===== src/hw/rtl/crc8_escape_packet_framer_macros.svh =====
// Assertion helpers shared by the framer modules.
// Each macro expects clk and rst_n in the enclosing scope.
`ifndef CRC8_ESCAPE_PACKET_FRAMER_MACROS_SVH
`define CRC8_ESCAPE_PACKET_FRAMER_MACROS_SVH

// Same-cycle implication.
`define CEF_ASSERT(label, ante, cons, msg) \
  label: assert property (@(posedge clk) disable iff (!rst_n) (ante) |-> (cons)) \
    else $error(msg);

// Next-cycle implication.
`define CEF_ASSERT_NXT(label, ante, cons, msg) \
  label: assert property (@(posedge clk) disable iff (!rst_n) (ante) |=> (cons)) \
    else $error(msg);

// Invariant that holds at every edge out of reset.
`define CEF_ASSERT_ALWAYS(label, cond, msg) \
  `CEF_ASSERT(label, 1'b1, cond, msg)

`endif


===== src/hw/rtl/cef_pkg.sv =====
package cef_pkg;

  // Register reset values and fixed constants
  localparam logic [7:0] RST_MAX_PACKET = 8'd64;
  localparam logic [7:0] RST_DELIM      = 8'd254;
  localparam logic [7:0] RST_ESC        = 8'd253;
  localparam logic [7:0] CAP_MIN        = 8'd64;
  localparam logic [7:0] ESC_FLIP       = 8'h20;
  localparam logic [7:0] CRC_POLY       = 8'h8C;
  localparam logic [8:0] CLOSE_MARGIN   = 9'd4;
  localparam logic [8:0] FILL_SAT       = 9'd511;
  localparam logic [8:0] FILL_MAX_BODY  = 9'd256;

  // Command queue between front and back
  localparam int QUEUE_DEPTH = 2;
  localparam int QUEUE_AW    = (QUEUE_DEPTH > 1) ? $clog2(QUEUE_DEPTH) : 1;
  localparam int QUEUE_CW    = $clog2(QUEUE_DEPTH + 1);

  // Output slots of one command, in emission order
  localparam int NUM_SLOTS     = 9;
  localparam int SLOT_PRE_ESC  = 0;
  localparam int SLOT_PRE_CRC  = 1;
  localparam int SLOT_PRE_END  = 2;
  localparam int SLOT_OPEN     = 3;
  localparam int SLOT_DAT_ESC  = 4;
  localparam int SLOT_DAT      = 5;
  localparam int SLOT_POST_ESC = 6;
  localparam int SLOT_POST_CRC = 7;
  localparam int SLOT_POST_END = 8;

  typedef enum logic [1:0] {
    REG_MAX_PACKET = 2'd0,
    REG_DELIM      = 2'd1,
    REG_ESC        = 2'd2
  } cfg_reg_t;

  typedef struct packed {
    logic       kind;
    logic [7:0] data_byte;
  } cef_in_t;

  typedef struct packed {
    logic [7:0] out_byte;
    logic       packet_end;
    logic       last;
  } cef_out_t;

  typedef struct packed {
    logic [7:0] delim;
    logic [7:0] esc;
  } cef_cfg_t;

  // One classified request: optional close, optional open, optional body byte, optional close
  typedef struct packed {
    logic       pre_close;
    logic [7:0] pre_crc;
    logic       open;
    logic       body;
    logic [7:0] data;
    logic       post_close;
    logic [7:0] post_crc;
  } cef_cmd_t;

  // CRC-8 Maxim, reflected, one byte
  function automatic logic [7:0] crc8_update(input logic [7:0] crc, input logic [7:0] b);
    logic [7:0] v;
    v = crc ^ b;
    for (int k = 0; k < 8; k++) begin
      v = v[0] ? ((v >> 1) ^ CRC_POLY) : (v >> 1);
    end
    return v;
  endfunction

endpackage


===== src/hw/rtl/cef_front.sv =====
module cef_front (
  input  logic               clk,
  input  logic               rst_n,
  input  logic               in_valid,
  output logic               in_stall,
  input  cef_pkg::cef_in_t   in_data,
  input  logic               cfg_we,
  input  logic [1:0]         cfg_index,
  input  logic [7:0]         cfg_wdata,
  output cef_pkg::cef_cfg_t  cfg,
  output logic               q_push,
  output cef_pkg::cef_cmd_t  q_cmd,
  input  logic               q_full
);
  import cef_pkg::*;

  `include "crc8_escape_packet_framer_macros.svh"

  logic [7:0] cap_r, cap_nxt;
  logic [7:0] delim_r, delim_nxt;
  logic [7:0] esc_r, esc_nxt;
  logic [7:0] crc_r, crc_nxt;
  logic [8:0] fill_r, fill_nxt;
  logic [7:0] mbl_r, mbl_nxt;

  logic       accept, is_flush, msg_start, over_cap, pre_close, post_close;
  logic [7:0] b, crc0, crc1, mbl1;
  logic [8:0] fill0, fill1;
  logic [9:0] need;

  assign in_stall  = q_full;
  assign accept    = in_valid && !q_full;
  assign is_flush  = in_data.kind;
  assign b         = in_data.data_byte;
  assign msg_start = (mbl_r == 8'd0);

  // length byte + its body, against what is left in the open packet
  assign need      = {2'b00, b} + 10'd1 + {1'b0, fill_r};
  assign over_cap  = need > {2'b00, cap_r};
  assign pre_close = is_flush ? (fill_r != 9'd0) : (msg_start && over_cap && (fill_r != 9'd0));

  assign fill0 = pre_close ? 9'd0 : fill_r;
  assign crc0  = pre_close ? 8'd0 : crc_r;
  assign crc1  = crc8_update(crc0, b);
  assign fill1 = (fill0 == FILL_SAT) ? fill0 : fill0 + 9'd1;
  assign mbl1  = msg_start ? b : mbl_r - 8'd1;

  assign post_close = !is_flush && (mbl1 == 8'd0) &&
                      (fill1 > ({1'b0, cap_r} - CLOSE_MARGIN));

  always_comb begin
    q_cmd.pre_close  = pre_close;
    q_cmd.pre_crc    = crc_r;
    q_cmd.open       = !is_flush && (fill0 == 9'd0);
    q_cmd.body       = !is_flush;
    q_cmd.data       = b;
    q_cmd.post_close = post_close;
    q_cmd.post_crc   = crc1;
  end

  // a flush with nothing open produces no output at all
  assign q_push = accept && (!is_flush || (fill_r != 9'd0));

  assign cfg.delim = delim_r;
  assign cfg.esc   = esc_r;

  always_comb begin
    cap_nxt   = cap_r;
    delim_nxt = delim_r;
    esc_nxt   = esc_r;
    if (cfg_we) begin
      case (cfg_index)
        REG_MAX_PACKET: cap_nxt   = (cfg_wdata < CAP_MIN) ? CAP_MIN : cfg_wdata;
        REG_DELIM:      delim_nxt = cfg_wdata;
        REG_ESC:        esc_nxt   = cfg_wdata;
        default: ;
      endcase
    end
  end

  always_comb begin
    crc_nxt  = crc_r;
    fill_nxt = fill_r;
    mbl_nxt  = mbl_r;
    if (accept) begin
      if (is_flush) begin
        crc_nxt  = 8'd0;
        fill_nxt = 9'd0;
      end else begin
        crc_nxt  = post_close ? 8'd0 : crc1;
        fill_nxt = post_close ? 9'd0 : fill1;
        mbl_nxt  = mbl1;
      end
    end
  end

  always_ff @(posedge clk) begin
    if (!rst_n) begin
      cap_r   <= RST_MAX_PACKET;
      delim_r <= RST_DELIM;
      esc_r   <= RST_ESC;
      crc_r   <= 8'd0;
      fill_r  <= 9'd0;
      mbl_r   <= 8'd0;
    end else begin
      cap_r   <= cap_nxt;
      delim_r <= delim_nxt;
      esc_r   <= esc_nxt;
      crc_r   <= crc_nxt;
      fill_r  <= fill_nxt;
      mbl_r   <= mbl_nxt;
    end
  end

  `CEF_ASSERT_NXT(a_flush_empties, accept && is_flush, fill_r == 9'd0, "flush left packet open")
  `CEF_ASSERT(a_cmd_nonempty, q_push, q_cmd.pre_close || q_cmd.body, "empty command pushed")
  `CEF_ASSERT_ALWAYS(a_fill_bound, fill_r <= FILL_MAX_BODY, "packet fill beyond one message")

endmodule


===== src/hw/rtl/cef_fifo.sv =====
module cef_fifo (
  input  logic               clk,
  input  logic               rst_n,
  input  logic               push,
  input  cef_pkg::cef_cmd_t  push_cmd,
  output logic               full,
  output logic               head_valid,
  output cef_pkg::cef_cmd_t  head_cmd,
  input  logic               pop
);
  import cef_pkg::*;

  `include "crc8_escape_packet_framer_macros.svh"

  cef_cmd_t              entry_r [QUEUE_DEPTH];
  logic [QUEUE_AW-1:0]   wr_ptr_r, wr_ptr_nxt;
  logic [QUEUE_AW-1:0]   rd_ptr_r, rd_ptr_nxt;
  logic [QUEUE_CW-1:0]   count_r, count_nxt;

  localparam logic [QUEUE_AW-1:0] PTR_LAST = QUEUE_AW'(QUEUE_DEPTH - 1);
  localparam logic [QUEUE_CW-1:0] CNT_FULL = QUEUE_CW'(QUEUE_DEPTH);

  assign full       = (count_r == CNT_FULL);
  assign head_valid = (count_r != '0);
  assign head_cmd   = entry_r[rd_ptr_r];

  always_comb begin
    wr_ptr_nxt = wr_ptr_r;
    rd_ptr_nxt = rd_ptr_r;
    count_nxt  = count_r;
    if (push) wr_ptr_nxt = (wr_ptr_r == PTR_LAST) ? '0 : wr_ptr_r + 1'b1;
    if (pop)  rd_ptr_nxt = (rd_ptr_r == PTR_LAST) ? '0 : rd_ptr_r + 1'b1;
    if (push && !pop)      count_nxt = count_r + 1'b1;
    else if (pop && !push) count_nxt = count_r - 1'b1;
  end

  always_ff @(posedge clk) begin
    if (push) entry_r[wr_ptr_r] <= push_cmd;
  end

  always_ff @(posedge clk) begin
    if (!rst_n) begin
      wr_ptr_r <= '0;
      rd_ptr_r <= '0;
      count_r  <= '0;
    end else begin
      wr_ptr_r <= wr_ptr_nxt;
      rd_ptr_r <= rd_ptr_nxt;
      count_r  <= count_nxt;
    end
  end

  `CEF_ASSERT(a_no_overflow, push, !full, "push into full queue")
  `CEF_ASSERT(a_no_underflow, pop, head_valid, "pop from empty queue")
  `CEF_ASSERT_ALWAYS(a_count_bound, count_r <= CNT_FULL, "queue count out of range")

endmodule


===== src/hw/rtl/cef_back.sv =====
module cef_back (
  input  logic               clk,
  input  logic               rst_n,
  input  cef_pkg::cef_cfg_t  cfg,
  input  logic               q_valid,
  input  cef_pkg::cef_cmd_t  q_cmd,
  output logic               q_pop,
  output logic               out_valid,
  input  logic               out_stall,
  output cef_pkg::cef_out_t  out_data
);
  import cef_pkg::*;

  `include "crc8_escape_packet_framer_macros.svh"

  logic [NUM_SLOTS-1:0] done_r, done_nxt;
  logic                 out_valid_r, out_valid_nxt;
  cef_out_t             out_data_r, out_data_nxt;

  logic [NUM_SLOTS-1:0] mask, rem, cur, slot_end;
  logic [7:0]           slot_byte [NUM_SLOTS];
  logic                 pre_esc, dat_esc, post_esc, is_last, advance, emit;
  logic [7:0]           sel_byte;
  logic                 sel_end;

  function automatic logic needs_esc(input logic [7:0] x, input cef_cfg_t c);
    return (x == c.delim) || (x == c.esc);
  endfunction

  assign pre_esc  = needs_esc(q_cmd.pre_crc, cfg);
  assign dat_esc  = needs_esc(q_cmd.data, cfg);
  assign post_esc = needs_esc(q_cmd.post_crc, cfg);

  always_comb begin
    mask = '0;
    mask[SLOT_PRE_ESC]  = q_cmd.pre_close && pre_esc;
    mask[SLOT_PRE_CRC]  = q_cmd.pre_close;
    mask[SLOT_PRE_END]  = q_cmd.pre_close;
    mask[SLOT_OPEN]     = q_cmd.open;
    mask[SLOT_DAT_ESC]  = q_cmd.body && dat_esc;
    mask[SLOT_DAT]      = q_cmd.body;
    mask[SLOT_POST_ESC] = q_cmd.post_close && post_esc;
    mask[SLOT_POST_CRC] = q_cmd.post_close;
    mask[SLOT_POST_END] = q_cmd.post_close;

    slot_byte[SLOT_PRE_ESC]  = cfg.esc;
    slot_byte[SLOT_PRE_CRC]  = pre_esc ? (q_cmd.pre_crc ^ ESC_FLIP) : q_cmd.pre_crc;
    slot_byte[SLOT_PRE_END]  = cfg.delim;
    slot_byte[SLOT_OPEN]     = cfg.delim;
    slot_byte[SLOT_DAT_ESC]  = cfg.esc;
    slot_byte[SLOT_DAT]      = dat_esc ? (q_cmd.data ^ ESC_FLIP) : q_cmd.data;
    slot_byte[SLOT_POST_ESC] = cfg.esc;
    slot_byte[SLOT_POST_CRC] = post_esc ? (q_cmd.post_crc ^ ESC_FLIP) : q_cmd.post_crc;
    slot_byte[SLOT_POST_END] = cfg.delim;

    slot_end = '0;
    slot_end[SLOT_PRE_END]  = 1'b1;
    slot_end[SLOT_POST_END] = 1'b1;
  end

  // lowest pending slot goes out next
  assign rem     = mask & ~done_r;
  assign cur     = rem & (~rem + 1'b1);
  assign is_last = ((rem & ~cur) == '0);

  always_comb begin
    sel_byte = '0;
    sel_end  = 1'b0;
    for (int i = 0; i < NUM_SLOTS; i++) begin
      sel_byte = sel_byte | (cur[i] ? slot_byte[i] : 8'd0);
      sel_end  = sel_end | (cur[i] & slot_end[i]);
    end
  end

  assign advance = !out_valid_r || !out_stall;
  assign emit    = advance && q_valid;
  assign q_pop   = emit && is_last;

  always_comb begin
    done_nxt      = done_r;
    out_valid_nxt = out_valid_r;
    out_data_nxt  = out_data_r;
    if (emit) begin
      out_valid_nxt           = 1'b1;
      out_data_nxt.out_byte   = sel_byte;
      out_data_nxt.packet_end = sel_end;
      out_data_nxt.last       = is_last;
      done_nxt                = is_last ? '0 : (done_r | cur);
    end else if (advance) begin
      out_valid_nxt = 1'b0;
    end
  end

  always_ff @(posedge clk) begin
    out_data_r <= out_data_nxt;
  end

  always_ff @(posedge clk) begin
    if (!rst_n) begin
      done_r      <= '0;
      out_valid_r <= 1'b0;
    end else begin
      done_r      <= done_nxt;
      out_valid_r <= out_valid_nxt;
    end
  end

  assign out_valid = out_valid_r;
  assign out_data  = out_data_r;

  `CEF_ASSERT(a_done_subset, q_valid, (done_r & ~mask) == '0, "done slot outside command")
  `CEF_ASSERT(a_idle_clean, !q_valid, done_r == '0, "stale progress without command")
  `CEF_ASSERT(a_end_is_delim, out_valid && out_data.packet_end,
              out_data.out_byte == cfg.delim, "packet end is not a delimiter")
  `CEF_ASSERT(a_cmd_has_work, q_valid, rem != '0, "queued command with nothing to send")

endmodule


===== src/hw/rtl/crc8_escape_packet_framer.sv =====
// Byte-stuffing packet framer with CRC-8 (Maxim) trailer.
// Input channel (in_valid / in_stall / in_data): one request per byte, kind 0 is a message
//   byte (first byte of each message is its remaining length), kind 1 is a flush request.
// Output channel (out_valid / out_stall / out_data): the framed serial stream;
//   packet_end marks a closing delimiter, last marks the final byte caused by an input.
// Config port (cfg_we / cfg_index / cfg_wdata): 0 max packet bytes (clamped to >= 64),
//   1 frame delimiter, 2 escape code. Write only while the block is idle.
// Path: an accepted input is first registered in the command queue, and its output bytes
//   then leave through the output register, so none appears in the cycle of acceptance.
// Throughput: the output side sends one byte per cycle while out_stall is low; an input
//   produces 0 to 6 bytes (none for a flush with no open packet, typically 1, 2 with
//   an escape, more when a packet opens or closes). The front classifies one input per
//   cycle into a 2-entry command queue, so input acceptance stalls only when that queue
//   is full.
// Reset (synchronous, rst_n low) empties the queue and output register, clears CRC, fill and
//   message count, and loads register defaults 64 / 0xFE / 0xFD.
// When out_stall is high the output byte holds; the queue then fills and in_stall rises.
module crc8_escape_packet_framer (
  input  logic              clk,
  input  logic              rst_n,
  input  logic              in_valid,
  output logic              in_stall,
  input  cef_pkg::cef_in_t  in_data,
  output logic              out_valid,
  input  logic              out_stall,
  output cef_pkg::cef_out_t out_data,
  input  logic              cfg_we,
  input  logic [1:0]        cfg_index,
  input  logic [7:0]        cfg_wdata
);
  import cef_pkg::*;

  cef_cfg_t cfg;
  logic     q_push, q_full, q_valid, q_pop;
  cef_cmd_t q_in_cmd, q_head_cmd;

  // front: config registers, packet state, classification of each request
  cef_front u_front (
    .clk       (clk),
    .rst_n     (rst_n),
    .in_valid  (in_valid),
    .in_stall  (in_stall),
    .in_data   (in_data),
    .cfg_we    (cfg_we),
    .cfg_index (cfg_index),
    .cfg_wdata (cfg_wdata),
    .cfg       (cfg),
    .q_push    (q_push),
    .q_cmd     (q_in_cmd),
    .q_full    (q_full)
  );

  // short command queue decoupling classification from byte emission
  cef_fifo u_fifo (
    .clk        (clk),
    .rst_n      (rst_n),
    .push       (q_push),
    .push_cmd   (q_in_cmd),
    .full       (q_full),
    .head_valid (q_valid),
    .head_cmd   (q_head_cmd),
    .pop        (q_pop)
  );

  // back: expands each command into escaped bytes, one per cycle unless out_stall holds them, into the output register
  cef_back u_back (
    .clk       (clk),
    .rst_n     (rst_n),
    .cfg       (cfg),
    .q_valid   (q_valid),
    .q_cmd     (q_head_cmd),
    .q_pop     (q_pop),
    .out_valid (out_valid),
    .out_stall (out_stall),
    .out_data  (out_data)
  );

endmodule

===== config.mk =====
export PLATFORM = sky130hd
export DESIGN_NAME = crc8_escape_packet_framer
export DESIGN_NICKNAME = d
export VERILOG_FILES = /design/src/hw/rtl/cef_pkg.sv /design/src/hw/rtl/cef_front.sv /design/src/hw/rtl/cef_fifo.sv /design/src/hw/rtl/cef_back.sv /design/src/hw/rtl/crc8_escape_packet_framer.sv
export VERILOG_INCLUDE_DIRS = /design/src /design/src/hw/rtl
export SDC_FILE = /design/constraint.sdc
export NUM_CORES = 1
export LEC_CHECK = 0
export ABC_AREA = 1
export BUFFER_PORTS_ARGS = -buffer_cell sky130_fd_sc_hd__buf_2
export CAP_MARGIN = 5
export CORE_MARGIN = 1.5
export CORE_UTILIZATION = 60
export CTS_BUF_LIST = sky130_fd_sc_hd__clkbuf_8
export CTS_CLUSTER_DIAMETER = 40
export DETAILED_ROUTE_END_ITERATION = 7
export GPL_TIMING_DRIVEN = 0
export PLACE_DENSITY_LB_ADDON = 0.05
export SETUP_SLACK_MARGIN = 0.1
export SLEW_MARGIN = 0
export SYNTH_ARGS = -nofsm -noshare
export SYNTH_HDL_FRONTEND = slang
export SYNTH_HIERARCHICAL = 1
export SYNTH_SLANG_ARGS = --single-unit

===== constraint.sdc =====
create_clock -name clk -period 8.4 [get_ports clk]
set_input_delay 0 -clock clk [delete_from_list [all_inputs] [get_ports clk]]
set_output_delay 0 -clock clk [all_outputs]
set_load 0.01 [all_outputs]

# Yosys cells after proc, flatten, opt, wreduce, memory -nomap -nowiden
# Memories as Yosys holds them, arrays and structs flattened. A register that Yosys moved wholly into a read port is not among the register bits.
# Index checks and enable logic that the tools add are counted.
[classes]
reduce_logical = 38
n_lt_le_gt_ge = 3
addsub = 10
n_eq_ne = 10
n_mux = 41
bitwise_logic = 29
[ops]
columns = ["operator", "n"]
rows = [
  ["$mux 8", 22],
  ["$or 8x8->8", 8],
  ["$eq 8x8->1", 6],
  ["$mux 9", 5],
  ["$and 9x9->9", 3],
  ["$not 9->9", 3],
  ["$not 2->3", 8],
  ["$add 9x1->9 const B", 2],
  ["$logic_not 9->1", 2],
  ["$mux 6", 3],
  ["$logic_not 8->1", 2],
  ["$logic_and 1x1->1", 14],
  ["$add 10x9->10", 1],
  ["$gt 10x8->1", 1],
  ["$add 8x1->9 const B", 1],
  ["$eq 9x9->1 const B", 1],
  ["$gt 9x9->1", 1],
  ["$mux 1", 9],
  ["$or 9x9->9", 1],
  ["$reduce_bool 9->1", 1],
  ["$sub 8x3->9 const B", 1],
  ["$lt 8x7->1 const B", 1],
  ["$reduce_and 2->1", 4],
  ["$sub 8x1->8 const B", 1],
  ["other kinds (13)", 30],
]
[word_totals]
ramBits = 56
inputBits = 24
wordCells = 146
reg_bits = 73
n_memories = 1
[memory_table]
columns = ["memory", "depth", "word_bits", "read_ports", "rd_clocked_by_memory_dff", "wr", "line", "source"]
rows = [
  ["u_fifo.entry_r", 2, 28, 1, 1, 1, "cef_fifo.sv:15", "cef_cmd_t entry_r [QUEUE_DEPTH];"],
]

# Depth between registers and ports, before layout
# Gate-level depths: netlist of the first run.
[depth]
depth_word = 26
mapped_depth = 42
depth_no_buf = 40

# By module
# Netlist of the first run, hierarchy kept.
[by_module_without_submodules]
columns = ["mod", "area_each_um2", "cells_each", "instances", "seq_area_each_um2"]
rows = [
  ["cef_front", 3811.2, 546, 1, 980.9],
  ["cef_fifo", 2351.0, 122, 1, 1781.7],
  ["cef_back", 1996.9, 319, 1, 500.5],
]

# Worst setup path before layout of the first run
# OpenSTA, ideal clock, no wires.
[synth_timing]
path_type = "register to register"
startpoint = "register u_front.fill_r[0]"
endpoint = "register u_front.crc_r[5]"
setup_ps = 132
required_ps = 8268
arrival_time_ps = 4716
slack_ps = 3552
path_stages_with_launch = 42
cell_sequence = "dfxtp_1 -> inv_1 -> ha_1 -> inv_1 -> fa_1 -> nand2_1 -> nand2_1 -> nand2_1 -> nor2_1 -> nor2_1 -> xnor2_1 -> ha_1 -> nand2_1 -> inv_1 -> nand2_1 -> nand2_1 -> nand2_1 -> nand2_1 -> [6 not listed] -> ha_1 -> nand3_2 -> inv_1 -> nand3_2 -> o21ai_1 -> inv_2 -> ha_1 -> nand2_1 -> nor2_1 -> a211oi_1 -> o21ai_0 -> a31oi_1 -> or2_2 -> a21oi_1 -> nor2_2 -> buf_2 -> nand2_1 -> a21oi_2"
[synth_lines]
columns = ["element", "line", "source"]
rows = [
  ["start: declaration", "cef_front.sv:23", "logic [8:0] fill_r, fill_nxt;"],
  ["start signal: assignment", "cef_front.sv:110", "fill_r <= fill_nxt;"],
  ["$add 10x9->10", "cef_front.sv:38", "assign need = {2'b00, b} + 10'd1 + {1'b0, fill_r};"],
  ["$gt 10x8->1", "cef_front.sv:39", "assign over_cap = need > {2'b00, cap_r};"],
  ["$logic_and 1x1->1 (2 in a row)", "cef_front.sv:40", "assign pre_close = is_flush ? (fill_r != 9'd0) : (msg_start && over_cap && (fill_r != 9'd0));"],
  ["$mux 1", "cef_front.sv:40", ""],
  ["$mux 9 *", "cef_front.sv:42", "assign fill0 = pre_close ? 9'd0 : fill_r;"],
  ["$add 9x1->9 / $eq 9x9->1 (equally long branches)", "cef_front.sv:45", "assign fill1 = (fill0 == FILL_SAT) ? fill0 : fill0 + 9'd1;"],
  ["$mux 9 *", "cef_front.sv:45", ""],
  ["$gt 9x9->1 *", "cef_front.sv:49", "(fill1 > ({1'b0, cap_r} - CLOSE_MARGIN));"],
  ["$logic_and 1x1->1 *", "cef_front.sv:48", "assign post_close = !is_flush && (mbl1 == 8'd0) &&"],
  ["named net u_front.post_close", "cef_front.sv:26", "logic accept, is_flush, msg_start, over_cap, pre_close, post_close;"],
  ["$mux 8 *", "cef_front.sv:90", "crc_nxt = post_close ? 8'd0 : crc1;"],
  ["$mux 8 *", "cef_front.sv:86", "if (is_flush) begin"],
  ["end signal: assignment", "cef_front.sv:109", "crc_r <= crc_nxt;"],
  ["end: declaration", "cef_front.sv:22", "logic [7:0] crc_r, crc_nxt;"],
]
# The timed path passes the listed nets; every way through them passes the cells marked *.
# A chain may end at the register's enable or synchronous reset.

# Worst setup path in the final report of the first run
[layout_timing]
startpoint = "register u_front.fill_r[0]"
endpoint = "register u_front.fill_r[8]"
[layout_between]
elab_chain_cells = 12
[layout_rtl]
columns = ["element", "line", "source"]
rows = [
  ["$add 10x9->10", "cef_front.sv:38", ""],
  ["$gt 10x8->1", "cef_front.sv:39", ""],
  ["$logic_and 1x1->1 (2 in a row)", "cef_front.sv:40", ""],
  ["$mux 1", "cef_front.sv:40", ""],
  ["$mux 9 *", "cef_front.sv:42", ""],
  ["$add 9x1->9 / $eq 9x9->1 (equally long branches)", "cef_front.sv:45", ""],
  ["$mux 9 *", "cef_front.sv:45", ""],
  ["$gt 9x9->1 *", "cef_front.sv:49", ""],
  ["$logic_and 1x1->1 *", "cef_front.sv:48", ""],
  ["named net u_front.post_close", "cef_front.sv:26", ""],
  ["$mux 9 *", "cef_front.sv:91", "fill_nxt = post_close ? 9'd0 : fill1;"],
  ["$mux 9 *", "cef_front.sv:86", ""],
]
# Marked as above.

==> results of run 1 <==
-- critical path, delay by kind of cell (launching register included) --
family,cells,cell delay [ns]
DFF,1,0.36
adders and majority gates,5,1.31
AOI/OAI and AO/OA,3,0.48
and+or+nand+nor,24,2.73
xor gates and xnor gates,1,0.16
buffers and inverters,8,0.97
-- registers in the layout (all words and copies together), names as in the netlist, named ones only --
register,count
u_back/done_r,9
u_back/out_data,10
u_back/out_valid,1
u_fifo/count_r,2
u_fifo/entry_r,56
u_fifo/rd_ptr_r,1
u_fifo/wr_ptr_r,1
u_front/cap_r,8
u_front/crc_r,8
u_front/delim_r,8
u_front/esc_r,8
u_front/fill_r,9
u_front/mbl_r,8
-- logic make-up (layout without fill, tap and decap cells) --
kind of cell	count (synthesis)	count (layout)	synth area share
AOI/OAI and AO/OA	105	105	0.0739
buffers and inverters	149	239	0.0810
DFF	130	130	0.400
xor gates and xnor gates	66	66	0.0777
adders and majority gates	31	31	0.0485
and+or+nand+nor	478	478	0.271
muxes	28	28	0.0478
-- path summary, 6_finish.rpt --
check | start | to | slack, ns | depth (start not counted)
setup reg to reg | u_front/fill_r[0] | u_front/fill_r[8] | 2.27 | 41
setup / recovery | u_front/fill_r[0] | u_front/fill_r[8] | 2.27 | 41
hold reg to reg | u_fifo/rd_ptr_r | flip-flop | 0.51 | 2
hold / removal | in_data[5] | u_fifo/entry_r[0][14] | 0.04 | 2
-- routing by layer --
metal	vias to the layer above	GRT usage
li1	3378	-
met1	3069	0.350
met2	218	0.472
met3	41	0.0566
met4	0	0.124
met5	-	0
-- cells in the mapped netlist (all sizes together), types with 4 or more instances --
cell / n
o211ai: 5
nand3: 71
inv: 121
buf: 18
ha: 30
dfxtp: 64
o21ai: 35
or2: 4
a211oi: 6
a21oi: 47
nor3: 4
nor2: 85
xor2: 20
mux2: 28
nand4: 16
nand2: 292
xnor2: 46
clkbuf: 7
edfxtp: 66
-- report_power, final --
| part | leakage [nW] | switching [mW] | total, mW | internal, mW |
|---|---|---|---|---|
| Clock | 0.185 | 0.250 | 0.498 | 0.248 |
| Combinational | 2.82 | 0.332 | 0.539 | 0.207 |
| Sequential | 1.14 | 0.0342 | 0.784 | 0.750 |
-- final cells by class --
type | instances | area share
sequential | 130 | 0.356
clock buffer | 19 | 0.0285
clock inverter | 13 | 0.0122
inverter | 124 | 0.0511
timing repair buffer | 58 | 0.0448
buffer | 25 | 0.0210
multi-input combinational | 708 | 0.462
tap | 176 | 0.0240
-- stage by stage --
step / instance area, um^2 / hold WS [ns] / instances / power, mW
2_1_floorplan: 8160 / 0.113 / 987 / 1.19
3_3_place_gp: 8550 / 0.249 / 1198 / 1.31
3_5_place_dp: 8570 / 0.258 / 1199 / 1.32
4_1_cts: 9170 / 0.0263 / 1253 / 1.83
5_1_grt: 9170 / 0.0141 / 1253 / 1.92
6_report: 9170 / 0.0449 / 1253 / 1.82
-- cells in the final DEF (no fill, tap or decap), types with 17 or more instances in the layout --
master,Yosys,layout
a21oi_1,43,43
buf_2,1,36
clkbuf_8,0,19
dfxtp_1,64,64
dlygate4sd3_1,0,22
edfxtp_1,66,66
ha_1,30,30
inv_1,111,111
mux2_4,20,20
nand2_1,267,267
nand2_2,17,17
nand3_1,63,63
nor2_1,66,65
o21ai_0,32,32
xnor2_1,42,42
xor2_1,18,18
==> results.toml, run 1 <==
[floorplanning]
die_h_um = 120
dieArea_um2 = 14300
fp.dieW_um = 120
initial_utilization = 0.616
core-area_um2 = 13200
rows = 42
ios = 36

[detailed_routing]
drt_first_iter_violations = 558
vias = 6706
drtAntennaViolNets = 0
drtPass1Iterations = 6
drcViolationCount = 0
wl_met3_um = 949
dr_wl_met2_um = 9450
viasPerCell = 5.35
wl_um = 19600
wl_per_cell_um = 15.6
wl_met1_um = 8490
highest_layer = "met4"

[logic_synthesis]
syn_inst = 987
syn_area_per_cell_um2 = 8.27
synthArstFlopShare = 0
synth_nets = 1042
synth_top_cell_area_share = 0.243
ys_warn_count = 6
yosys_register_bits = 130
synth_cell_types = 56
synth_edf_count = 66
synth_area_leaders = "edfxtp_1 (24%), dfxtp_1 (16%), nand2_1 (12%)"
syn_area_um2 = 8160
synthFlopType = "edfxtp_1"
yosysTopAreaCell = "edfxtp_1"
synth-seq-area-share = 0.400

[critical_path]
crit_required_ns = 8.74
worst_path_largest_cell_delay_ns = 0.40
worstSetupPathType = "reg -> reg"
cp.arrival_ns = 6.47
crit_top_cell = "nand2_1"
cp_slowest_cell = "fa_1"
cp-start-kind = "flip-flop"
critical_path.max_fanout = 10
crit_path_end_kind = "flip-flop"

[grt]
track_usage = 0.281
grt_start_max_net_pins = 29
antenna_found_initial = 0
grt_pass1_wl_um = 31100
gr-total-overflow = 0
grt_pass1_vias = 6184

[cts]
h-tree-depth = 4
cts_tree = "done"
post-cts-setup-buffers = 0
clk_path_buf_depth = 2
numCtsBuffers = 17
root_buffer = "clkbuf_8"
clkLatencyLatePin_ns = 0.42
cts_resized = 0
clkSlewWorstSetupHoldPaths_ns = 0.07
cts.sinks = 130
hold_buffers = 22

[timing]
fin_crit_ns = 6.13
fmax_mhz = 163
hold_viol = 0
layout_worst_path_cycle_share = 0.729
finalSetupTns_ns = 0
skew_ns = 0.00785
rsz0062_at_grt = "false"
setup_slack_ns = 2.27
tightestPinTransition_ns = 1.13
maxSlewHeadroom = 0.243
slew_viol_final = 0
setup_violations = 0

[pwr]
vdd_drop_max_mv = 0.123
cellLeakagePower_nw = 4.14
p_per_area_nw_per_um2 = 199

[finish]
n_antenna_cell = 0
syn_to_final_growth_pct = 12.3
num-nets-final = 1119
multiInputGateArea_um2 = 4240
nFillCells = 1141
utilization = 0.692
drive_gt1_frac = 0.176
regArea_um2 = 3260

[min_path]
hold_class = "in -> reg"

[place]
port_buffers = 35
dp_hpwl_um = 14600
dp_slack_ns = 2.43
globalplace.congestion = 0.968

[run]
drv_cap = 0

[outcome]
status = "completed"
No activity file was read; power rests on OpenSTA's default activity.
==> run 2, diff against run 1 <==
--- a/config.mk
+++ b/config.mk
@@ -10,7 +10,7 @@
 export BUFFER_PORTS_ARGS = -buffer_cell sky130_fd_sc_hd__buf_2
 export CAP_MARGIN = 5
 export CORE_MARGIN = 1.5
-export CORE_UTILIZATION = 60
+export CORE_UTILIZATION = 58
 export CTS_BUF_LIST = sky130_fd_sc_hd__clkbuf_8
 export CTS_CLUSTER_DIAMETER = 40
 export DETAILED_ROUTE_END_ITERATION = 7
==> constraint.sdc (replaced) <==
create_clock -name clk -period 5.6 [get_ports clk]
set_input_delay 0 -clock clk [delete_from_list [all_inputs] [get_ports clk]]
set_output_delay 0 -clock clk [all_outputs]
set_load 0.01 [all_outputs]
==> run 2 against run 1 <==
  * Setup slack lost 2.0 ns
  * Critical path type unchanged
  * Utilization shrank 0.84 points
  * Largest power group unchanged
  * Final area grew 3.1%
==> results.toml, run 2 (same netlist as run 1, synthesis figures left out) <==
[finish]
largest_register_ffs = 56
nFillCells = 1119
num-nets-final = 1136
layout_common_cells = "nand2_1 (263), inv_1 (109), edfxtp_1 (66)"
top_register = "u_fifo/entry_r"
utilization = 0.684
syn_to_final_growth_pct = 15.9
drive_gt1_frac = 0.208
mostFrequentLayoutCell = "nand2_1"
n_antenna_cell = 0

[detailed_routing]
drtPass1Iterations = 5
drt_first_iter_violations = 476
wl_um = 19800
wl_per_cell_um = 15.5
viasPerCell = 5.31
vias = 6763
drcViolationCount = 0
drtAntennaViolNets = 0

[timing]
finalSetupTns_ns = 0
maxSlewHeadroom = 0.200
fmax_mhz = 188
fin_crit_ns = 5.32
slew_viol_final = 0
layout_worst_path_cycle_share = 0.950
skew_ns = 0.00845
rsz0062_at_grt = "false"
setup_violations = 0
setup_slack_ns = 0.281
hold_viol = 0
whs_ns = 0.0670
tightestPinTransition_ns = 1.20

[floorplanning]
die_h_um = 122
ios = 36
core-area_um2 = 13800
rows = 43
fp.dieW_um = 122
initial_utilization = 0.590
dieArea_um2 = 14800

[cts]
cts.sinks = 130
clk_path_buf_depth = 2
clkSlewWorstSetupHoldPaths_ns = 0.08
root_buffer = "clkbuf_8"
numCtsBuffers = 17
h-tree-depth = 4
cts_tree = "done"
clkLatencyLatePin_ns = 0.43

[outcome]
status = "completed"

[pwr]
cellLeakagePower_nw = 4.23
power_mw = 2.81
p_per_area_nw_per_um2 = 297
vdd_drop_max_mv = 0.146

[critical_path]
critical_path.max_fanout = 5
crit_top_cell = "nand2_1"
worst_path_largest_cell_delay_ns = 0.37
cp-start-kind = "flip-flop"
r2r_slack_ns = 0.28
crit_required_ns = 5.89
reg2reg_depth = 38
worstReg2RegEnd = "u_front/crc_r[5]"
startpoint = "u_front/fill_r[0]"
worstSetupPathType = "reg -> reg"
cp_slowest_cell = "dfxtp_4"
cp.arrival_ns = 5.60
crit_path_end_kind = "flip-flop"
worstReg2RegStart = "u_front/fill_r[0]"

[min_path]
hold_end = "u_fifo/entry_r[0][14]"
hold_class = "in -> reg"
min_path_cells = 2
min_from = "in_data[5]"

[grt]
track_usage = 0.277
grt_pass1_wl_um = 31100
grt_pass1_vias = 6208
antenna_found_initial = 0
grt_start_max_net_pins = 29
gr-total-overflow = 0

[place]
dp_hpwl_um = 14600
dp_slack_ns = -0.416
globalplace.congestion = 0.909
port_buffers = 35

[run]
drv_cap = 0
run 2: repair_timing:
| item | CTS | global route |
|---|---|---|
| resized for setup | 19 | 20 |
| setup endpoints to repair | 19 | 19 |
| pin swaps | 9 | 18 |
| hold endpoints to repair | 45 | 0 |
| cloned | 0 | 1 |
| setup buffers | 6 | 11 |
| hold buffers | 21 | 0 |
run 2: cell type report:
class / instances / area, um^2 / area share
multi-input cells: 708 / 4350 / 0.460
flip-flops and latches: 130 / 3270 / 0.346
repair buffers: 75 / 539 / 0.0570
inverters: 124 / 473 / 0.0500
clock buffers: 17 / 234 / 0.0248
well taps: 180 / 225 / 0.0238
plain buffers: 25 / 199 / 0.0210
clock inverters: 15 / 169 / 0.0179
run 2: metrics by stage:
step,std cells,instance area [um^2]
2_1_floorplan,987,8160
3_3_place_gp,1202,8560
3_5_place_dp,1203,8580
4_1_cts,1262,9310
5_1_grt,1274,9450
6_report,1274,9450
run 2: per-layer routing:
metal  global-route usage  wire length, um
met2                0.468             9650
met1                0.349             8450
met3               0.0459              939
met5                    0                0
met4                0.127              763
run 2: worst max-delay path by stage:
stage                              to  slack, ns  cells past startpoint
global route         u_front/crc_r[1]       0.02                     41
floorplan            u_front/crc_r[5]       0.75                     41
CTS                  u_front/crc_r[1]       0.13                     39
finish               u_front/crc_r[5]       0.28                     38
detailed placement  u_front/fill_r[7]      -0.42                     40
global placement    u_front/fill_r[5]      -0.38                     41
run 2: power breakdown:
group	internal [mW]	total [mW]	switching, mW
combinational	0.322	0.828	0.506
clock	0.436	0.808	0.372
sequential	1.13	1.18	0.0504
run 2: worst max-delay path, delay by kind of cell, from the launching register on:
family	cells	cell delay (ns)
fa+ha+maj	5	1.19
flops	1	0.37
xor+xnor	1	0.09
buf+inv	6	0.59
simple gates	23	2.37
compound gates	3	0.52
